File: src/hdl/gpio_prb_pkg.sv
// Package: address map and register offsets of the GPIO port register block.
package gpio_prb_pkg;

  localparam int unsigned ADDR_W   = 32;
  localparam int unsigned DATA_W   = 32;
  localparam int unsigned PINS_W   = 16;
  localparam int unsigned OFS_W    = 10;
  localparam int unsigned PAGE_W   = ADDR_W - OFS_W;
  localparam int unsigned PORT_CNT = 4;
  localparam int unsigned PORT_W   = 2;

  typedef logic [PORT_W-1:0] port_idx_t;
  typedef logic [OFS_W-1:0]  reg_ofs_t;
  typedef logic [PAGE_W-1:0] page_t;

  localparam logic MODE_READ  = 1'b0;
  localparam logic MODE_WRITE = 1'b1;

  // 1 KiB pages of each port
  localparam page_t PAGE_LEG_P0 = page_t'(32'h4001_0800 >> OFS_W);
  localparam page_t PAGE_LEG_P1 = page_t'(32'h4001_0C00 >> OFS_W);
  localparam page_t PAGE_LEG_P2 = page_t'(32'h4001_1000 >> OFS_W);
  localparam page_t PAGE_NEW_P0 = page_t'(32'h4800_0000 >> OFS_W);
  localparam page_t PAGE_NEW_P1 = page_t'(32'h4800_0400 >> OFS_W);
  localparam page_t PAGE_NEW_P3 = page_t'(32'h4800_1400 >> OFS_W);

  localparam port_idx_t PORT_0 = 2'd0;
  localparam port_idx_t PORT_1 = 2'd1;
  localparam port_idx_t PORT_2 = 2'd2;
  localparam port_idx_t PORT_3 = 2'd3;

  // legacy layout
  localparam reg_ofs_t LEG_CFG_LO  = 10'h000;
  localparam reg_ofs_t LEG_CFG_HI  = 10'h004;
  localparam reg_ofs_t LEG_IN      = 10'h008;
  localparam reg_ofs_t LEG_OUT     = 10'h00C;
  localparam reg_ofs_t LEG_SET_RST = 10'h010;
  localparam reg_ofs_t LEG_BIT_RST = 10'h014;

  // new layout
  localparam reg_ofs_t NEW_MODE    = 10'h000;
  localparam reg_ofs_t NEW_OTYPE   = 10'h004;
  localparam reg_ofs_t NEW_IN      = 10'h008;
  localparam reg_ofs_t NEW_OUT     = 10'h00C;
  localparam reg_ofs_t NEW_CLR     = 10'h010;
  localparam reg_ofs_t NEW_SET     = 10'h014;
  localparam reg_ofs_t NEW_SET_RST = 10'h018;
  localparam reg_ofs_t NEW_LOCK    = 10'h01C;
  localparam reg_ofs_t NEW_AF_LO   = 10'h020;
  localparam reg_ofs_t NEW_AF_HI   = 10'h024;
  localparam reg_ofs_t NEW_BIT_RST = 10'h028;

endpackage

File: src/hdl/gpio_port_register_block.sv
// GPIO port register block: four ports, legacy and new register layouts.
// One bus access is taken per cycle while in_stall is low. An accepted
// transaction is held in an input register, where the address is decoded,
// the register file is read and updated, and the result is loaded into the
// output register as the transaction advances from the input register.
// Writes take effect as the transaction leaves the input register, so each
// access sees every earlier one. A stall on the output holds both stages;
// the input accepts whenever its register is empty or advancing.
// Only the low PIN_COUNT pins of each port are stored and read back.
module gpio_port_register_block #(
  parameter int unsigned PIN_COUNT = 16
) (
  input  logic                           clk,
  input  logic                           rst_n,
  input  logic                           in_valid,
  output logic                           in_stall,
  input  logic                           in_mode,
  input  logic [gpio_prb_pkg::ADDR_W-1:0] in_address,
  input  logic [gpio_prb_pkg::DATA_W-1:0] in_write_data,
  input  logic [gpio_prb_pkg::PINS_W-1:0] in_pin_levels,
  output logic                           out_valid,
  input  logic                           out_stall,
  output logic [gpio_prb_pkg::DATA_W-1:0] out_read_data,
  output logic                           out_address_hit
);
  import gpio_prb_pkg::*;

  typedef logic [PIN_COUNT-1:0] pins_t;

  // input stage
  logic                s1_valid_r;
  logic                s1_mode_r;
  logic [ADDR_W-1:0]   s1_addr_r;
  logic [DATA_W-1:0]   s1_wdata_r;
  logic [PINS_W-1:0]   s1_pins_r;

  // result stage
  logic                out_valid_r;
  logic [DATA_W-1:0]   out_read_data_r;
  logic                out_address_hit_r;

  // register file
  pins_t               latch_r   [PORT_CNT];
  logic [DATA_W-1:0]   cfg_lo_r  [PORT_CNT];
  logic [DATA_W-1:0]   cfg_hi_r  [PORT_CNT];
  logic [DATA_W-1:0]   mode_r    [PORT_CNT];
  logic [DATA_W-1:0]   otype_r   [PORT_CNT];
  logic [DATA_W-1:0]   lock_r    [PORT_CNT];
  logic [DATA_W-1:0]   af_lo_r   [PORT_CNT];
  logic [DATA_W-1:0]   af_hi_r   [PORT_CNT];

  logic                s1_adv;
  logic                hit;
  logic                legacy;
  port_idx_t           port;
  page_t               page;
  reg_ofs_t            ofs;
  logic                wr;
  pins_t               pins;
  pins_t               cur_latch;
  pins_t               wd_lo;
  pins_t               wd_hi;
  pins_t               latch_nxt;
  logic                latch_we;
  logic                cfg_lo_we, cfg_hi_we, mode_we, otype_we, lock_we, af_lo_we, af_hi_we;
  logic [DATA_W-1:0]   rd;
  logic [DATA_W-1:0]   read_data_nxt;

  assign s1_adv   = ~out_valid_r | ~out_stall;
  assign in_stall = s1_valid_r & ~s1_adv;

  assign page      = s1_addr_r[ADDR_W-1:OFS_W];
  assign ofs       = s1_addr_r[OFS_W-1:0];
  assign wr        = (s1_mode_r == MODE_WRITE);
  assign pins      = s1_pins_r[PIN_COUNT-1:0];
  assign wd_lo     = s1_wdata_r[PIN_COUNT-1:0];
  assign wd_hi     = s1_wdata_r[PINS_W +: PIN_COUNT];
  assign cur_latch = latch_r[port];

  // port and layout decode
  always_comb begin
    hit    = 1'b1;
    legacy = 1'b0;
    port   = PORT_0;
    case (page)
      PAGE_LEG_P0: begin legacy = 1'b1; port = PORT_0; end
      PAGE_LEG_P1: begin legacy = 1'b1; port = PORT_1; end
      PAGE_LEG_P2: begin legacy = 1'b1; port = PORT_2; end
      PAGE_NEW_P0: port = PORT_0;
      PAGE_NEW_P1: port = PORT_1;
      PAGE_NEW_P3: port = PORT_3;
      default:     hit = 1'b0;
    endcase
  end

  // register read and update
  always_comb begin
    rd        = '0;
    latch_nxt = cur_latch;
    latch_we  = 1'b0;
    cfg_lo_we = 1'b0;
    cfg_hi_we = 1'b0;
    mode_we   = 1'b0;
    otype_we  = 1'b0;
    lock_we   = 1'b0;
    af_lo_we  = 1'b0;
    af_hi_we  = 1'b0;
    if (legacy) begin
      case (ofs)
        LEG_CFG_LO: begin
          rd        = cfg_lo_r[port];
          cfg_lo_we = wr;
        end
        LEG_CFG_HI: begin
          rd        = cfg_hi_r[port];
          cfg_hi_we = wr;
        end
        LEG_IN:  rd = DATA_W'(pins | cur_latch);
        LEG_OUT: begin
          rd        = DATA_W'(cur_latch);
          latch_we  = wr;
          latch_nxt = wd_lo;
        end
        LEG_SET_RST: begin
          latch_we  = wr;
          latch_nxt = (cur_latch | wd_lo) & ~wd_hi;
        end
        LEG_BIT_RST: begin
          latch_we  = wr;
          latch_nxt = cur_latch & ~wd_lo;
        end
        default: rd = '0;
      endcase
    end else begin
      case (ofs)
        NEW_MODE: begin
          rd      = mode_r[port];
          mode_we = wr;
        end
        NEW_OTYPE: begin
          rd       = otype_r[port];
          otype_we = wr;
        end
        NEW_IN: rd = DATA_W'(pins | cur_latch);
        NEW_OUT: begin
          rd        = DATA_W'(cur_latch);
          latch_we  = wr;
          latch_nxt = wd_lo;
        end
        NEW_CLR, NEW_BIT_RST: begin
          rd        = (ofs == NEW_CLR) ? DATA_W'(pins | cur_latch) : '0;
          latch_we  = wr;
          latch_nxt = cur_latch & ~wd_lo;
        end
        NEW_SET: begin
          rd        = DATA_W'(cur_latch);
          latch_we  = wr;
          latch_nxt = cur_latch | wd_lo;
        end
        NEW_SET_RST: begin
          latch_we  = wr;
          latch_nxt = (cur_latch | wd_lo) & ~wd_hi;
        end
        NEW_LOCK: begin
          rd      = lock_r[port];
          lock_we = wr;
        end
        NEW_AF_LO: begin
          rd       = af_lo_r[port];
          af_lo_we = wr;
        end
        NEW_AF_HI: begin
          rd       = af_hi_r[port];
          af_hi_we = wr;
        end
        default: rd = '0;
      endcase
    end
    read_data_nxt = (hit && !wr) ? rd : '0;
  end

  always_ff @(posedge clk) begin
    if (!rst_n) begin
      s1_valid_r  <= 1'b0;
      out_valid_r <= 1'b0;
      for (int i = 0; i < PORT_CNT; i++) begin
        latch_r[i]  <= '0;
        cfg_lo_r[i] <= '0;
        cfg_hi_r[i] <= '0;
        mode_r[i]   <= '0;
        otype_r[i]  <= '0;
        lock_r[i]   <= '0;
        af_lo_r[i]  <= '0;
        af_hi_r[i]  <= '0;
      end
    end else begin
      if (!in_stall) begin
        s1_valid_r <= in_valid;
      end
      if (s1_adv) begin
        out_valid_r <= s1_valid_r;
      end
      // commit writes as the transaction moves to the result stage
      if (s1_valid_r && s1_adv && hit) begin
        if (latch_we)  latch_r[port]  <= latch_nxt;
        if (cfg_lo_we) cfg_lo_r[port] <= s1_wdata_r;
        if (cfg_hi_we) cfg_hi_r[port] <= s1_wdata_r;
        if (mode_we)   mode_r[port]   <= s1_wdata_r;
        if (otype_we)  otype_r[port]  <= s1_wdata_r;
        if (lock_we)   lock_r[port]   <= s1_wdata_r;
        if (af_lo_we)  af_lo_r[port]  <= s1_wdata_r;
        if (af_hi_we)  af_hi_r[port]  <= s1_wdata_r;
      end
    end
  end

  // payload registers
  always_ff @(posedge clk) begin
    if (in_valid && !in_stall) begin
      s1_mode_r  <= in_mode;
      s1_addr_r  <= in_address;
      s1_wdata_r <= in_write_data;
      s1_pins_r  <= in_pin_levels;
    end
    if (s1_valid_r && s1_adv) begin
      out_read_data_r   <= read_data_nxt;
      out_address_hit_r <= hit;
    end
  end

  assign out_valid       = out_valid_r;
  assign out_read_data   = out_read_data_r;
  assign out_address_hit = out_address_hit_r;

endmodule
File: config.mk
export PLATFORM = sky130hd
export DESIGN_NAME = gpio_port_register_block
export DESIGN_NICKNAME = d
export VERILOG_FILES = /design/src/hdl/gpio_prb_pkg.sv /design/src/hdl/gpio_port_register_block.sv
export SDC_FILE = /design/constraint.sdc
export NUM_CORES = 2
export LEC_CHECK = 0
export BUFFER_PORTS_ARGS = -buffer_cell sky130_fd_sc_hd__buf_4
export CAP_MARGIN = 20
export CORE_ASPECT_RATIO = 0.7
export CORE_UTILIZATION = 30
export DETAILED_ROUTE_END_ITERATION = 8
export GPL_TIMING_DRIVEN = 0
export PLACE_DENSITY = 0.41
export SYNTH_ARGS = -nofsm -noshare
export SYNTH_HDL_FRONTEND = slang
export SYNTH_SLANG_ARGS = --single-unit
File: constraint.sdc
create_clock -name clk -period 9.9 [get_ports clk]
set_input_delay 1.485 -clock clk [delete_from_list [all_inputs] [get_ports clk]]
set_output_delay 1.485 -clock clk [all_outputs]
set_load 0.005 [all_outputs]
; ---- After elaboration in Yosys (flattened, before gate mapping)
; Memories as Yosys holds them, arrays and structs flattened.
; Index checks and enable logic that the tools add are counted.
[totals]
mem_bits_ro = 0
latchBits = 0
ff_bits = 116
in_bits = 85
wordCells = 147
mem_bits_rw = 960
output_inout_bits = 35
mem_count = 8
[mem_list]
columns = memory, words, width, rd, rd_ports_with_merged_regs, write_ports, line_no
row1 = af_hi_r, 4, 32, 1, 0, 4, gpio_port_register_block.sv:50  ; logic [DATA_W-1:0] af_hi_r [PORT_CNT];
row2 = af_lo_r, 4, 32, 1, 0, 4, gpio_port_register_block.sv:49  ; logic [DATA_W-1:0] af_lo_r [PORT_CNT];
row3 = cfg_hi_r, 4, 32, 1, 0, 4, gpio_port_register_block.sv:45  ; logic [DATA_W-1:0] cfg_hi_r [PORT_CNT];
row4 = cfg_lo_r, 4, 32, 1, 0, 4, gpio_port_register_block.sv:44  ; logic [DATA_W-1:0] cfg_lo_r [PORT_CNT];
row5 = lock_r, 4, 32, 1, 0, 4, gpio_port_register_block.sv:48  ; logic [DATA_W-1:0] lock_r [PORT_CNT];
row6 = mode_r, 4, 32, 1, 0, 4, gpio_port_register_block.sv:46  ; logic [DATA_W-1:0] mode_r [PORT_CNT];
row7 = 2 more memories, -, -, -, -, -, -
[op_classes]
n_reduce_logical = 22
mul = 0
n_lt_le_gt_ge = 0
eq_ne = 16
div_mod_pow = 0
mux = 82
add_sub_neg = 0
shift = 0
n_bitwise = 11
[op_table]
columns = op, count
row1 = 32-bit 2-to-1 mux, 8
row2 = 32-bit one-hot mux with 8 select lines, 1
row3 = 32-bit OR reduction, 7
row4 = 22-bit by 21-bit == test with 1-bit output (second input constant), 6
row5 = 32-bit one-hot mux with 4 select lines, 1
row6 = 16-bit one-hot mux with 4 select lines, 1
row7 = 1-bit 2-to-1 mux, 58
row8 = 16-bit 2-to-1 mux, 3
row9 = 16-bit one-hot mux with 3 select lines, 1
row10 = 10-bit by 5-bit == test with 1-bit output (second input constant), 4
row11 = 16-bit bitwise AND, 2
row12 = 16-bit inverter, 2
row13 = 16-bit bitwise OR, 2
row14 = 10-bit by 6-bit == test with 1-bit output (second input constant), 3
row15 = 10-bit by 4-bit == test with 1-bit output (second input constant), 2
row16 = 2-bit 2-to-1 mux, 8
row17 = 16-bit OR reduction, 1
row18 = 10-bit by 3-bit == test with 1-bit output (second input constant), 1
row19 = 10-bit zero test, 1
row20 = 2-bit one-hot mux with 3 select lines, 1
row21 = 2-bit OR reduction, 3
row22 = 3-bit OR reduction, 2
row23 = 6-bit OR reduction, 1
row24 = 5-bit OR reduction, 1
row25 = 5 further kinds, 11

; ---- Depth between registers and ports, before layout
[depth]
ltp_word = 10
mapped_depth = 13
ltp_nobuf = 8

; ---- Worst setup path after synthesis
; No wires, ideal clock.
[synth_path]
kind = input to register
startpoint = input out_stall
endpoint = memory af_hi_r[1][0], enable pin
path_stages = 6
slack_ns = 2.354
setup_ns = 0.466
t_arrival_ns = 7.081
required_time_ns = 9.434
n_path_buf = 0
path_cell_list = a21boi_0 > nand2_1 > nor2_1 > and2_1 > nand2_1 > o21ai_0
[synth_lines]
columns = item, line_no
row1 = start: declaration, gpio_port_register_block.sv:22  ; input logic out_stall,
row2 = end: declaration, gpio_port_register_block.sv:50

==> summary.txt <==
Outcome
  • Outcome: finished, final reports clean

Die
  • Initial cell density of the core: 30.4%
  • Number of placement rows: ~120
  • Placeable core area: around 150,000 um2
  • Die Span Y: roughly 330 um
  • Die Outline Area: about 150,000 um2
  • Die Span X: 466 um
  • Number of placed I/O pins: 120

STA
  • Worst setup margin: roughly 4 ns
  • Final-layout worst hold slack: ~0.50 ns
  • Clock Skews: approximately 0.029 ns
  • Max Transition Viols Final: 0
  • Slew headroom: about 15%
  • # setup viols final: 0
  • Maximum operating frequency: 173 MHz
  • Slew @ Worst Pin: between 1 and 1.5 ns
  • Minimum clock period: around 5.8 ns
  • Final hold violations: 0
  • RSZ-0062 raised after global routing: no
  • Total Neg Setup Slack: 0 ns
  • Fin crit share: approximately 58%

Clocking
  • Inserted Clock Buffers: 114
  • Reg clk slew, reported paths: 0.06 ns
  • CTS tree: built
  • Root buffer selected by CTS: sky130_fd_sc_hd__clkbuf_16
  • Sinks on Clock Net: ~1,100
  • Number of buffers between clock root and the deepest sink: 3
  • Count of hold buffers inserted by post-cts repair: 0
  • Clock latency on the worst-skew pair: between 0.7 and 0.8 ns
  • Number of levels the H-tree was split into: 3
  • Post-cts resize count: 0
  • Number of setup buffers added after CTS: 0

Route
  • Number of routed nets with antenna violations: 0
  • Total DRC errors in the routed layout: 0
  • Initial detailed-routing violation count: 5,365
  • Detailed Routing Iterations Pass 1: 6
  • Routed wire length per instance: 34.2 um
  • Total wire length after detailed routing: approximately 210,000 um
  • Via Count: approximately 34,000
  • Via count normalized by instance count: about 5.6

Global route
  • Pin count of the biggest net entering global routing: 34
  • Initial antenna violation count: 18
  • Via count of the first global-routing pass: 31,700
  • Met3 Resource Use GR: roughly 8.8%
  • Total Routing Usage GR: ~27%
  • GR met2 Demand/Resource: between 30 and 40%
  • Wire length of the first global-routing pass: 279,000 um
  • Grt met1 use: between 40% and 50%
  • GR peak layer: met1
  • Overflow left after global routing: 0

Power
  • VDD IR max: roughly 0.13 mV
  • Lkg Pwr: roughly 20 nW
  • Pwr Density: 184 nW/um2

Worst setup path
  • Count of cells along the worst register-to-register path: 11
  • CP endpoint kind: register
  • Crit-path max FO: 13
  • Endpoint arrival time on the critical path: a little over 6 ns
  • Req. time, crit path: 10.33 ns
  • Critical Path Source Type: register
  • Worst setup path category: register to register

Job
  • Number of max-capacitance violations reported: 0

Place
  • Setup Slack @ Placement: between 4 and 5 ns
  • Final RePlAce weighted congestion: roughly 0.9
  • Detailed-placement wirelength estimate: roughly 150,000 um
  • Post-detailed-placement cell area: ~50,000 um2
  • I/O Buffers: between 100 and 150

Finish
  • Area growth from synthesis to layout: 22.2%
  • # nets final: between 4,000 and 5,000
  • Final Cell Area: ~55,000 um2
  • Filler Cell Count: around 15,000
  • Share of layout cells above drive strength 1: between 10 and 15%

Synth
  • Cell type with the highest aggregate area in the netlist: sky130_fd_sc_hd__edfxtp_1
  • Fraction of synthesized cell area taken by the top area cell type: ~70%
  • Distinct cells, synth: 71
  • EDFF count, synth: between 1,000 and 1,500
  • Seq/Total Area, Yosys: a little under three quarters
  • Yosys warning count: 0
  • Post-synthesis register bit count: roughly 1,100
  • Largest cells by area after synthesis: sky130_fd_sc_hd__edfxtp_1, sky130_fd_sc_hd__nor2_1, sky130_fd_sc_hd__nand2_1
  • Async set or reset register ratio after synthesis: 0%
  • Most frequent cells after synthesis: sky130_fd_sc_hd__edfxtp_1, sky130_fd_sc_hd__nor2_1, sky130_fd_sc_hd__nand2_1
  • Synth Flop Type: sky130_fd_sc_hd__edfxtp_1
  • Most common cell in the synthesized netlist: sky130_fd_sc_hd__edfxtp_1
  • Mean post-synth cell area: approximately 13 um2
  • Post-Syn Instances: approximately 3,500
  • Summed instance area of the synthesized netlist: 45,100 um2

Min path
  • Worst hold path class: register to register
  • Min-Delay Path Depth: 2
through the flow:
step | instances | util, % | power, mW
after CTS | 6081 | 37.0 | 10.1
after floorplan | 3668 | - | 5.51
final | 6104 | 37.1 | 10.1
after global placement | 5767 | 33.1 | 5.76
after detailed placement | 5868 | 34.5 | 5.80
after global routing | 6095 | 37.1 | 10.4
flip-flops by register name, indices dropped and copies added, names as in the netlist:
name / count
lock_r: 128
s1_wdata_r: 32
pins: 16
out_address_hit: 1
otype_r: 128
out_read_data: 32
af_hi_r: 128
s1_valid_r: 1
s1_mode_r: 1
out_valid: 1
mode_r: 128
cfg_lo_r: 128
latch_r: 64
cfg_hi_r: 128
af_lo_r: 128
s1_addr_r: 32
layer usage:
layer / up-vias / part of all wire (%)
li1: 14100 / -
met1: 17500 / 46
met2: 1995 / 40
met3: 268 / 12
met4: 4 / 2.4
met5: - / 0.012
cell usage in the layout (no fill, tap or decap), types with 11 or more instances in the layout:
cell type | Yosys | layout
sky130_fd_sc_hd__edfxtp_1 | 1074 | 1074
sky130_fd_sc_hd__nor2_1 | 600 | 600
sky130_fd_sc_hd__nand2_1 | 367 | 367
sky130_fd_sc_hd__clkbuf_1 | 233 | 252
sky130_fd_sc_hd__conb_1 | 1 | 160
sky130_fd_sc_hd__and3_1 | 144 | 144
sky130_fd_sc_hd__buf_4 | 0 | 135
sky130_fd_sc_hd__clkbuf_16 | 0 | 118
sky130_fd_sc_hd__o22ai_1 | 116 | 116
sky130_fd_sc_hd__a21oi_1 | 104 | 104
sky130_fd_sc_hd__a222oi_1 | 79 | 79
sky130_fd_sc_hd__o221ai_1 | 77 | 77
sky130_fd_sc_hd__inv_1 | 79 | 72
sky130_fd_sc_hd__o21ai_0 | 86 | 61
sky130_fd_sc_hd__nor2b_1 | 55 | 54
sky130_fd_sc_hd__a31oi_1 | 52 | 52
sky130_fd_sc_hd__and2_1 | 49 | 49
sky130_fd_sc_hd__nor3_1 | 41 | 39
sky130_fd_sc_hd__buf_8 | 1 | 39
sky130_fd_sc_hd__clkinv_1 | 0 | 35
sky130_fd_sc_hd__a21o_1 | 32 | 32
sky130_fd_sc_hd__buf_2 | 27 | 31
sky130_fd_sc_hd__buf_1 | 27 | 27
sky130_fd_sc_hd__buf_16 | 0 | 27
sky130_fd_sc_hd__nor4_1 | 37 | 26
sky130_fd_sc_hd__a22o_1 | 24 | 24
sky130_fd_sc_hd__buf_12 | 0 | 22
sky130_fd_sc_hd__o21ai_4 | 0 | 21
sky130_fd_sc_hd__a21boi_0 | 20 | 19
sky130_fd_sc_hd__a22oi_1 | 18 | 18
sky130_fd_sc_hd__clkinv_2 | 0 | 18
sky130_fd_sc_hd__mux4_2 | 15 | 15
sky130_fd_sc_hd__a221oi_1 | 15 | 15
sky130_fd_sc_hd__nor4_2 | 3 | 14
sky130_fd_sc_hd__buf_6 | 4 | 12
sky130_fd_sc_hd__bufinv_16 | 0 | 12
sky130_fd_sc_hd__or4_1 | 11 | 11
sky130_fd_sc_hd__a211oi_1 | 11 | 11
layout make-up:
class / count / area (um2) / share of cell area (%)
Inverter: 79 / 297 / 0.538
Timing Repair Buffer: 234 / 2880 / 5.22
Antenna cell: 9 / 22.5 / 0.0408
Clock buffer: 142 / 3040 / 5.52
Tap cell: 1980 / 2480 / 4.49
Multi-Input combinational cell: 2221 / 12300 / 22.3
Clock inverter: 71 / 638 / 1.16
Buffer: 292 / 1180 / 2.14
Sequential cell: 1076 / 32300 / 58.6
critical path: stages (launching register included):
cell and delay (ns):
sky130_fd_sc_hd__edfxtp_1 0.40, sky130_fd_sc_hd__nor4_2 0.51, sky130_fd_sc_hd__nand3_1 0.42, sky130_fd_sc_hd__nor3_2 0.73, sky130_fd_sc_hd__buf_6 0.28, sky130_fd_sc_hd__clkbuf_1 0.30
sky130_fd_sc_hd__buf_8 0.24, sky130_fd_sc_hd__clkbuf_1 0.76, sky130_fd_sc_hd__nand2_1 0.57, sky130_fd_sc_hd__o21ai_4 0.78, sky130_fd_sc_hd__buf_16 0.25, sky130_fd_sc_hd__buf_16 0.17
kinds of logic (layout without fill, tap and decap cells):
group	count (synthesis)	after routing	share of synthesized area, %
mux	26	26	0.995
simple gates	1354	1354	13.5
buf+inv	371	818	3.25
flops	1076	1076	71.6
xor+xnor	1	1	0.0194
other cells	1	169	0.00831
compound gates	680	680	10.7
report_power, final:
group | total (mW) | internal [mW] | switching (mW) | leakage, nW
Sequential | 5.29 | 5.21 | 0.0747 | 10.8
Combinational | 0.426 | 0.132 | 0.294 | 7.03
Clock | 4.41 | 2.48 | 1.94 | 1.79
worst paths after layout:
check | from | to | slack, ns
setup / recovery | s1_addr_r[17] | af_hi_r[3][19] | 4.11
hold reg to reg | s1_valid_r | out_valid | 0.50
setup reg to reg | s1_addr_r[17] | af_hi_r[3][19] | 4.11
hold / removal | s1_valid_r | out_valid | 0.50
(Power assumes the default switching activity.)
